[config.mk]
export PLATFORM = sky130hd
export DESIGN_NAME = egm_back
export DESIGN_NICKNAME = d
export VERILOG_FILES = /design/src/rtl/core/egm_pkg.sv /design/src/rtl/core/egm_back.sv
export SDC_FILE = /design/constraint.sdc
export NUM_CORES = 2
export LEC_CHECK = 0
export BUFFER_PORTS_ARGS = -buffer_cell sky130_fd_sc_hd__clkbuf_2
export CORE_MARGIN = 2
export CORE_UTILIZATION = 45
export DETAILED_ROUTE_END_ITERATION = 16
export PLACE_DENSITY = 0.64
export SLEW_MARGIN = 30
export SYNTH_ARGS = -nofsm -noshare
export SYNTH_HDL_FRONTEND = slang
export SYNTH_SLANG_ARGS = --single-unit
[constraint.sdc]
create_clock -name clk -period 12.3 [get_ports clk]
set_input_delay 0 -clock clk [delete_from_list [all_inputs] [get_ports clk]]
set_output_delay 0 -clock clk [all_outputs]
set_load 0.05 [all_outputs]
[src/rtl/core/egm_pkg.sv]
// ----------------------------------------------------------------------------
// Edge gradient magnitude package
// Shared constants and types for the gradient magnitude filter.
// ----------------------------------------------------------------------------
`default_nettype none

package egm_pkg;

    localparam int MaxWidth  = 1024;
    localparam int ColBits   = $clog2(MaxWidth);
    localparam int PixBits   = 16;
    localparam int MagBits   = 20;
    localparam int GradBits  = 20;
    localparam int SqBits    = 42;
    localparam int RootBits  = 21;

    localparam logic [19:0] MagMax = 20'd524287;

    typedef enum logic [2:0] {
        REG_MODE   = 3'd0,
        REG_WIDTH  = 3'd1,
        REG_HEIGHT = 3'd2,
        REG_SRC_ND = 3'd3,
        REG_RES_ND = 3'd4
    } reg_idx_t;

    // Classified work item passed from the window front to the magnitude back.
    typedef struct packed {
        logic                       valid_px;
        logic signed [GradBits-1:0] gx;
        logic signed [GradBits-1:0] gy;
        logic                       eof;
    } work_t;

    typedef enum logic [1:0] {
        B_IDLE,
        B_SQUARE,
        B_ROOT,
        B_OUT
    } back_state_t;

endpackage

`default_nettype wire

[src/rtl/core/egm_back.sv]
// ----------------------------------------------------------------------------
// Magnitude back end
// Squares the gradients and takes a bit-serial floor square root.
// ----------------------------------------------------------------------------
`default_nettype none

module egm_back (
    input  wire logic                clk,
    input  wire logic                rst_n,
    input  wire logic                wk_valid,
    output logic                     wk_ready,
    input  wire egm_pkg::work_t      wk_data,
    input  wire logic signed [15:0]  res_nd,
    output logic                     out_valid,
    input  wire logic                out_ready,
    output logic [23:0]              out_data,
    output logic                     out_last
);

    localparam int SB = egm_pkg::SqBits;
    localparam int RB = egm_pkg::RootBits;
    localparam int GB = egm_pkg::GradBits;

    egm_pkg::back_state_t state_reg, state_next;
    egm_pkg::work_t  item_reg;
    logic [17:0]     ax_reg, ay_reg;
    logic [35:0]     sqx, sqy;
    logic [SB-1:0]   rem_reg;
    logic [RB-1:0]   root_reg;
    logic [4:0]      cnt_reg;
    logic [19:0]     mag_reg;
    logic            nd_reg;
    logic [SB+1:0]   acc_reg;
    logic [SB+1:0]   acc_sh;
    logic [SB+1:0]   t2;
    logic            fit;
    logic [RB-1:0]   root_fin;

    // Gradients stay below 2^18, so each square fits in 36 bits.
    assign sqx = ax_reg * ax_reg;
    assign sqy = ay_reg * ay_reg;

    // Restoring square root: two radicand bits and one root bit per cycle.
    always_comb
    begin
        acc_sh   = {acc_reg[SB-1:0], rem_reg[SB-1:SB-2]};
        t2       = {{(SB-RB){1'b0}}, root_reg, 2'b01};
        fit      = acc_sh >= t2;
        root_fin = {root_reg[RB-2:0], fit};
    end

    always_comb
    begin
        state_next = state_reg;
        wk_ready   = 1'b0;
        out_valid  = state_reg == egm_pkg::B_OUT;
        case (state_reg)
            egm_pkg::B_IDLE:   begin
                wk_ready = 1'b1;
                if (wk_valid) state_next = egm_pkg::B_SQUARE;
            end
            egm_pkg::B_SQUARE: state_next = egm_pkg::B_ROOT;
            egm_pkg::B_ROOT:   if (cnt_reg == 5'd0) state_next = egm_pkg::B_OUT;
            egm_pkg::B_OUT:    if (out_ready) state_next = egm_pkg::B_IDLE;
            default:           state_next = egm_pkg::B_IDLE;
        endcase
    end

    always_ff @(posedge clk or negedge rst_n)
    begin
        if (!rst_n)
        begin
            state_reg <= egm_pkg::B_IDLE;
        end
        else
        begin
            state_reg <= state_next;
        end
    end

    always_ff @(posedge clk)
    begin
        case (state_reg)
            egm_pkg::B_IDLE:
            begin
                item_reg <= wk_data;
                ax_reg <= wk_data.gx[GB-1] ? 18'(-wk_data.gx) : 18'(wk_data.gx);
                ay_reg <= wk_data.gy[GB-1] ? 18'(-wk_data.gy) : 18'(wk_data.gy);
            end
            egm_pkg::B_SQUARE:
            begin
                rem_reg  <= SB'(sqx) + SB'(sqy);
                root_reg <= '0;
                acc_reg  <= '0;
                cnt_reg  <= 5'd20;
            end
            egm_pkg::B_ROOT:
            begin
                rem_reg  <= {rem_reg[SB-3:0], 2'b00};
                acc_reg  <= fit ? acc_sh - t2 : acc_sh;
                root_reg <= root_fin;
                cnt_reg  <= cnt_reg - 5'd1;
                if (cnt_reg == 5'd0)
                begin
                    nd_reg  <= !item_reg.valid_px;
                    mag_reg <= item_reg.valid_px ?
                               ((root_fin > RB'(egm_pkg::MagMax)) ? egm_pkg::MagMax
                                : root_fin[19:0]) : 20'(res_nd);
                end
            end
            default: ;
        endcase
    end

    // The final step takes its root bit straight from the comparison, so the
    // captured magnitude holds the complete root, clamped to MagMax.
    assign out_data = {2'b00, item_reg.eof, nd_reg, mag_reg};
    assign out_last = item_reg.eof;

endmodule

`default_nettype wire

[Yosys cells after proc, flatten, opt, wreduce, memory -nomap -nowiden]
Cells that the tools add are included.
Word-level totals
  register bits after elaboration: 171
  input port bits: 62
  output and inout bits: 27
  word-level logic and storage cells: 46
Cells by class
  add/subtract/negate cells: 5
  multiply operators: 2
  order comparisons: 2
  equal/unequal tests: 6
  mux-type cells: 14
  reduce and logical (&&, ||, !) cells: 6
Operator list (number)
  $pmux 42 s2: 2
  $mul 18x18->36: 2
  $ge 44x23->1: 1
  $mux 42: 1
  $pmux 21 s2: 1
  $sub 42x23->42: 1
  $mux 20: 2
  $add 36x36->37: 1
  $mux 18: 2
  $neg 18->18: 2
  $gt 21x19->1 const B: 1
  $pmux 5 s2: 1
  $pmux 2 s4: 1
  $mux 2: 3
  $logic_not 5->1: 1
  $sub 5x1->5 const B: 1
  $eq 2x2->1 const B: 2
  $ne 2x2->1 const B: 2
  $reduce_and 3->1: 1
  $eq 2x1->1 const B: 1
  $logic_not 2->1: 1
  $ne 2x1->1 const B: 1
  $reduce_and 2->1: 1
  $reduce_bool 2->1: 1
  2 further kinds: 2

[Logic depth before layout (Yosys ltp)]
  depth in word-level cells: 4
  depth in mapped cells: 28
  depth with buffers taken out: 26

[Worst setup path after synthesis]
Ideal clock, no wire load.
  kind: register to register
  from: register ay_reg[15]
  to: register rem_reg[33], data pin
  library setup time: 0.169 ns
  arrival time: 7.274 ns
  required time: 12.131 ns
  slack: 4.857 ns
  cell stages (with the launch flop): 27
  path buffers: 3
  clock period less this slack: 7.443 ns
  path through: edfxtp_1 > clkbuf_1 > clkbuf_1 > nand2_1 > fa_1 > inv_1 > fa_1 > inv_1 > fa_1 > inv_1 > fa_1 > fa_1 > fa_1 > fa_1 > inv_1 > fa_1 > inv_1 > ha_1 > clkbuf_1 > a21oi_1 > o21ai_1 > a2111oi_0 > inv_1 > o2111a_1 > o21a_1 > o31a_1 > o31ai_1
On the way
  word-level cells in the longest chain between the ends: 3
Ends and longest elaborated chain
  start, declared: line egm_back.sv:26  | logic [17:0] ax_reg, ay_reg;
  start signal, assigned: line egm_back.sv:88  | ay_reg <= wk_data.gy[GB-1] ? 18'(-wk_data.gy) : 18'(wk_data.gy);
  $mul 18x18->36: line egm_back.sv:41  | assign sqy = ay_reg * ay_reg;
  $add 36x36->37: line egm_back.sv:92  | rem_reg <= SB'(sqx) + SB'(sqy);
  $pmux 42 s2: line egm_back.sv:83  | case (state_reg)
  end signal, assigned: line egm_back.sv:92
  end signal, assigned: line egm_back.sv:99  | rem_reg <= {rem_reg[SB-3:0], 2'b00};
  end, declared: line egm_back.sv:28  | logic [SB-1:0] rem_reg;
Every way passes these cells.
A chain may end at the register's enable or synchronous reset.

[Final worst setup path]
  from: register ay_reg[9]
  to: register rem_reg[30], data pin
The elaborated chain is that of the path after synthesis.

==> impl_metrics.py <==
metrics = {
    "cells_and_area": {
        "postLayoutCellArea_sq_um": 29900,
        "n_antenna_cell": 0,
        "drive_gt1_share_pct": 5.31,
        "fin_cells": 3684,
        "num-nets-final": 3685,
        "areaGrowthSynthToFinish_pct": 9.19,
        "post_route_utilization_pct": 49.6,
    },
    "timing": {
        "slew_headroom_pct": 34.0,
        "setup_viol": 0,
        "final.setup_skew_ns": 0.0239,
        "period_share_pct": 69.3,
        "setup_total_negative_slack_ns": 0,
        "measured_slew_at_the_worst_slew_check_pin_ns": 0.990,
        "final-max-slew-violation-count": 0,
        "grt_setup_unrepaired": "false",
        "finalWorstPathRequiredPeriod_ns": 8.53,
        "max_freq_mhz": 117,
        "final_number_of_hold_violating_endpoints": 0,
    },
    "logic_synthesis": {
        "yosys.cell_count.top_type": "inv_1",
        "dominantRegCellSynth": "edfxtp_1",
        "ys_warn_count": 0,
        "synth_largest_area_cell": "fa_1",
        "synthesis.instances": 2784,
        "synthesis.area_sq_um": 27400,
        "post_synth_arst_share_pct": 1.17,
        "synthesis.area_per_instance_sq_um": 9.83,
        "synth-seq-cells": 171,
        "synth_top_cells_by_area": "fa_1 37%, edfxtp_1 19%, ha_1 10%",
        "synth.cells.most_frequent": "732 x inv_1, 508 x fa_1, 267 x nand2_1",
        "synth.top_cell.area_share_pct": 37.1,
        "synth_cell_types": 78,
        "sequential_cell_area_fraction_in_the_yosys_report_pct": 18.7,
        "count_of_flip_flops_with_a_built_in_enable_after_synthesis": 169,
    },
    "global_routing": {
        "overflow": 0,
        "grt_pass1_wl_microns": 105000,
        "grt_antenna_before_repair": 0,
        "grt_util_all_layers_pct": 21.1,
        "grt_max_degree": 73,
        "number_of_global_route_vias_before_repair": 21300,
    },
    "worst_setup_path": {
        "cp_data_arrival_time_ns": 8.86,
        "critical_path.endpoint_type": "flip-flop",
        "crit_path_max_fanout": 14,
        "worst-endpoint-required_ns": 12.63,
        "timing_worst_setup_path_type": "reg2reg",
        "startpoint_type": "flip-flop",
    },
    "routing": {
        "drc": 0,
        "dr_total_vias": 19000,
        "drt_wl_total_microns": 62000,
        "vias_per_cell": 5.17,
        "drt_iter0_markers": 891,
        "routed_wire_length_per_instance_microns": 16.8,
        "ant_nets": 0,
        "first_pass_iters": 5,
    },
    "worst_hold_path": {
        "hold_path_class": "in2reg",
    },
    "placement": {
        "gpl.final_weighted_congestion": 0.889,
        "placedCellCount": 3578,
        "placed_area_sq_um": 28500,
        "detailedPlacementHpwl_microns": 49400,
        "placement.io_buffers": 84,
    },
    "floorplanning": {
        "core_area_sq_um": 60200,
        "floorplan.io_pins": 89,
        "fp-row-count": 90,
        "design.die.area_sq_um": 62800,
        "die_height_microns": 251,
        "die_width_microns": 251,
        "starting_density_of_the_core_pct": 45.4,
    },
    "clock_network": {
        "cts_tree": "done",
        "clkSinkCount": 171,
        "cts.clk_slew.worst_paths_ns": 0.09,
        "max-clock-path-buffers": 2,
        "cts_buf_count": 17,
        "cts_repair_resize_count": 0,
        "clock_insertion_delay_worst_skew_ns": 0.50,
        "h-tree-depth": 4,
        "cts-root-buf": "clkbuf_16",
    },
    "job": {
        "max-cap-violations": 0,
    },
    "status": {
        "status": "finished clean",
    },
}
## cell families (layout without fill, tap and decap cells)
kind of cell               after synthesis  in the layout  synth area share, %
AOI/OAI and AO/OA                      270            270                 6.60
xor gates and xnor gates               108            108                 3.45
adders and majority gates              734            734                 47.5
buffers and inverters                  814            931                 11.4
DFF                                    171            171                 18.7
muxes                                   17             17                0.658
other                                    1              2               0.0137
and+or+nand+nor                        669            669                 11.7
## per-stage QoR
| stage | hold WS (ns) | setup slack, ns |
|---|---|---|
| 2_1_floorplan | -0.296 | 4.86 |
| 3_3_place_gp | -0.211 | 4.00 |
| 3_5_place_dp | -0.208 | 3.89 |
| 4_1_cts | 0.00674 | 3.84 |
| 5_1_grt | 0.0832 | 3.47 |
| 6_report | 0.0489 | 3.77 |
## worst paths after layout
path,start,endpoint,slack [ns],cells after the start
max reg2reg,ay_reg[9],rem_reg[30],3.77,23
min in group asynchronous,rst_n,state_reg[1],0.40,3
min,wk_data[20],ay_reg[1],0.05,3
min reg2reg,rem_reg[32],rem_reg[34],0.53,2
max,ay_reg[9],rem_reg[30],3.77,23
max in group asynchronous,rst_n,state_reg[0],11.76,3
## layout make-up
class,count,area [sq um]
Tap cell,782,978
Fill cell,5437,30300
Timing Repair Buffer,166,1220
Sequential cell,171,5120
Multi-Input combinational cell,1800,19200
Clock inverter,15,228
Inverter,733,2750
Clock buffer,17,425
## cells in the final DEF (no fill, tap or decap), types with 6 or more instances in the layout
cell type        n
or3_1           10
clkbuf_16       17
nor2b_1         14
o41ai_1          9
xnor2_1         81
a211oi_1        11
o21a_1           7
nand4_1          6
clkbuf_2        84
nand2_1        267
nor3_1          17
ha_1           224
o22a_1          19
dlygate4sd3_1   74
a21oi_1         67
nand3_1         24
a31oi_1          7
and3_1           6
inv_1          732
buf_4            8
nand2b_1        14
edfxtp_1       169
a21o_1          24
fa_1           508
nor2_1         135
o21ai_0         57
mux2i_1          9
o21bai_1         9
xor2_1          27
o31ai_1         12
mux2_2           7
and2_1         135
## worst max-delay path, cell delays in order, from the launching register on
cell and delay, ns:
edfxtp_1 0.80, inv_1 0.36, nor2_1 0.32, fa_1 0.48, fa_1 0.47, fa_1 0.52
inv_1 0.05, fa_1 0.47, inv_1 0.06, fa_1 0.50, fa_1 0.56, fa_1 0.55
inv_1 0.05, fa_1 0.52, inv_1 0.04, ha_1 0.36, a21o_1 0.22, or3_1 0.33
o211ai_1 0.17, o211ai_1 0.24, a2111oi_0 0.58, a211oi_1 0.17, mux2_1 0.34, a21oi_1 0.17
## layer usage
layer  wire, microns  GRT usage (%)
met2           32100           37.9
met5               0              0
met1           24400           24.7
met4            2750           9.55
met3            2700           3.49
## timing repair
action,in CTS,in global routing
buffers inserted,0,0
hold buffers,74,0
hold endpoints to repair,61,0
Power is not shown: default switching activity piles up to over one toggle a cycle in this logic, so the estimate is an artifact.
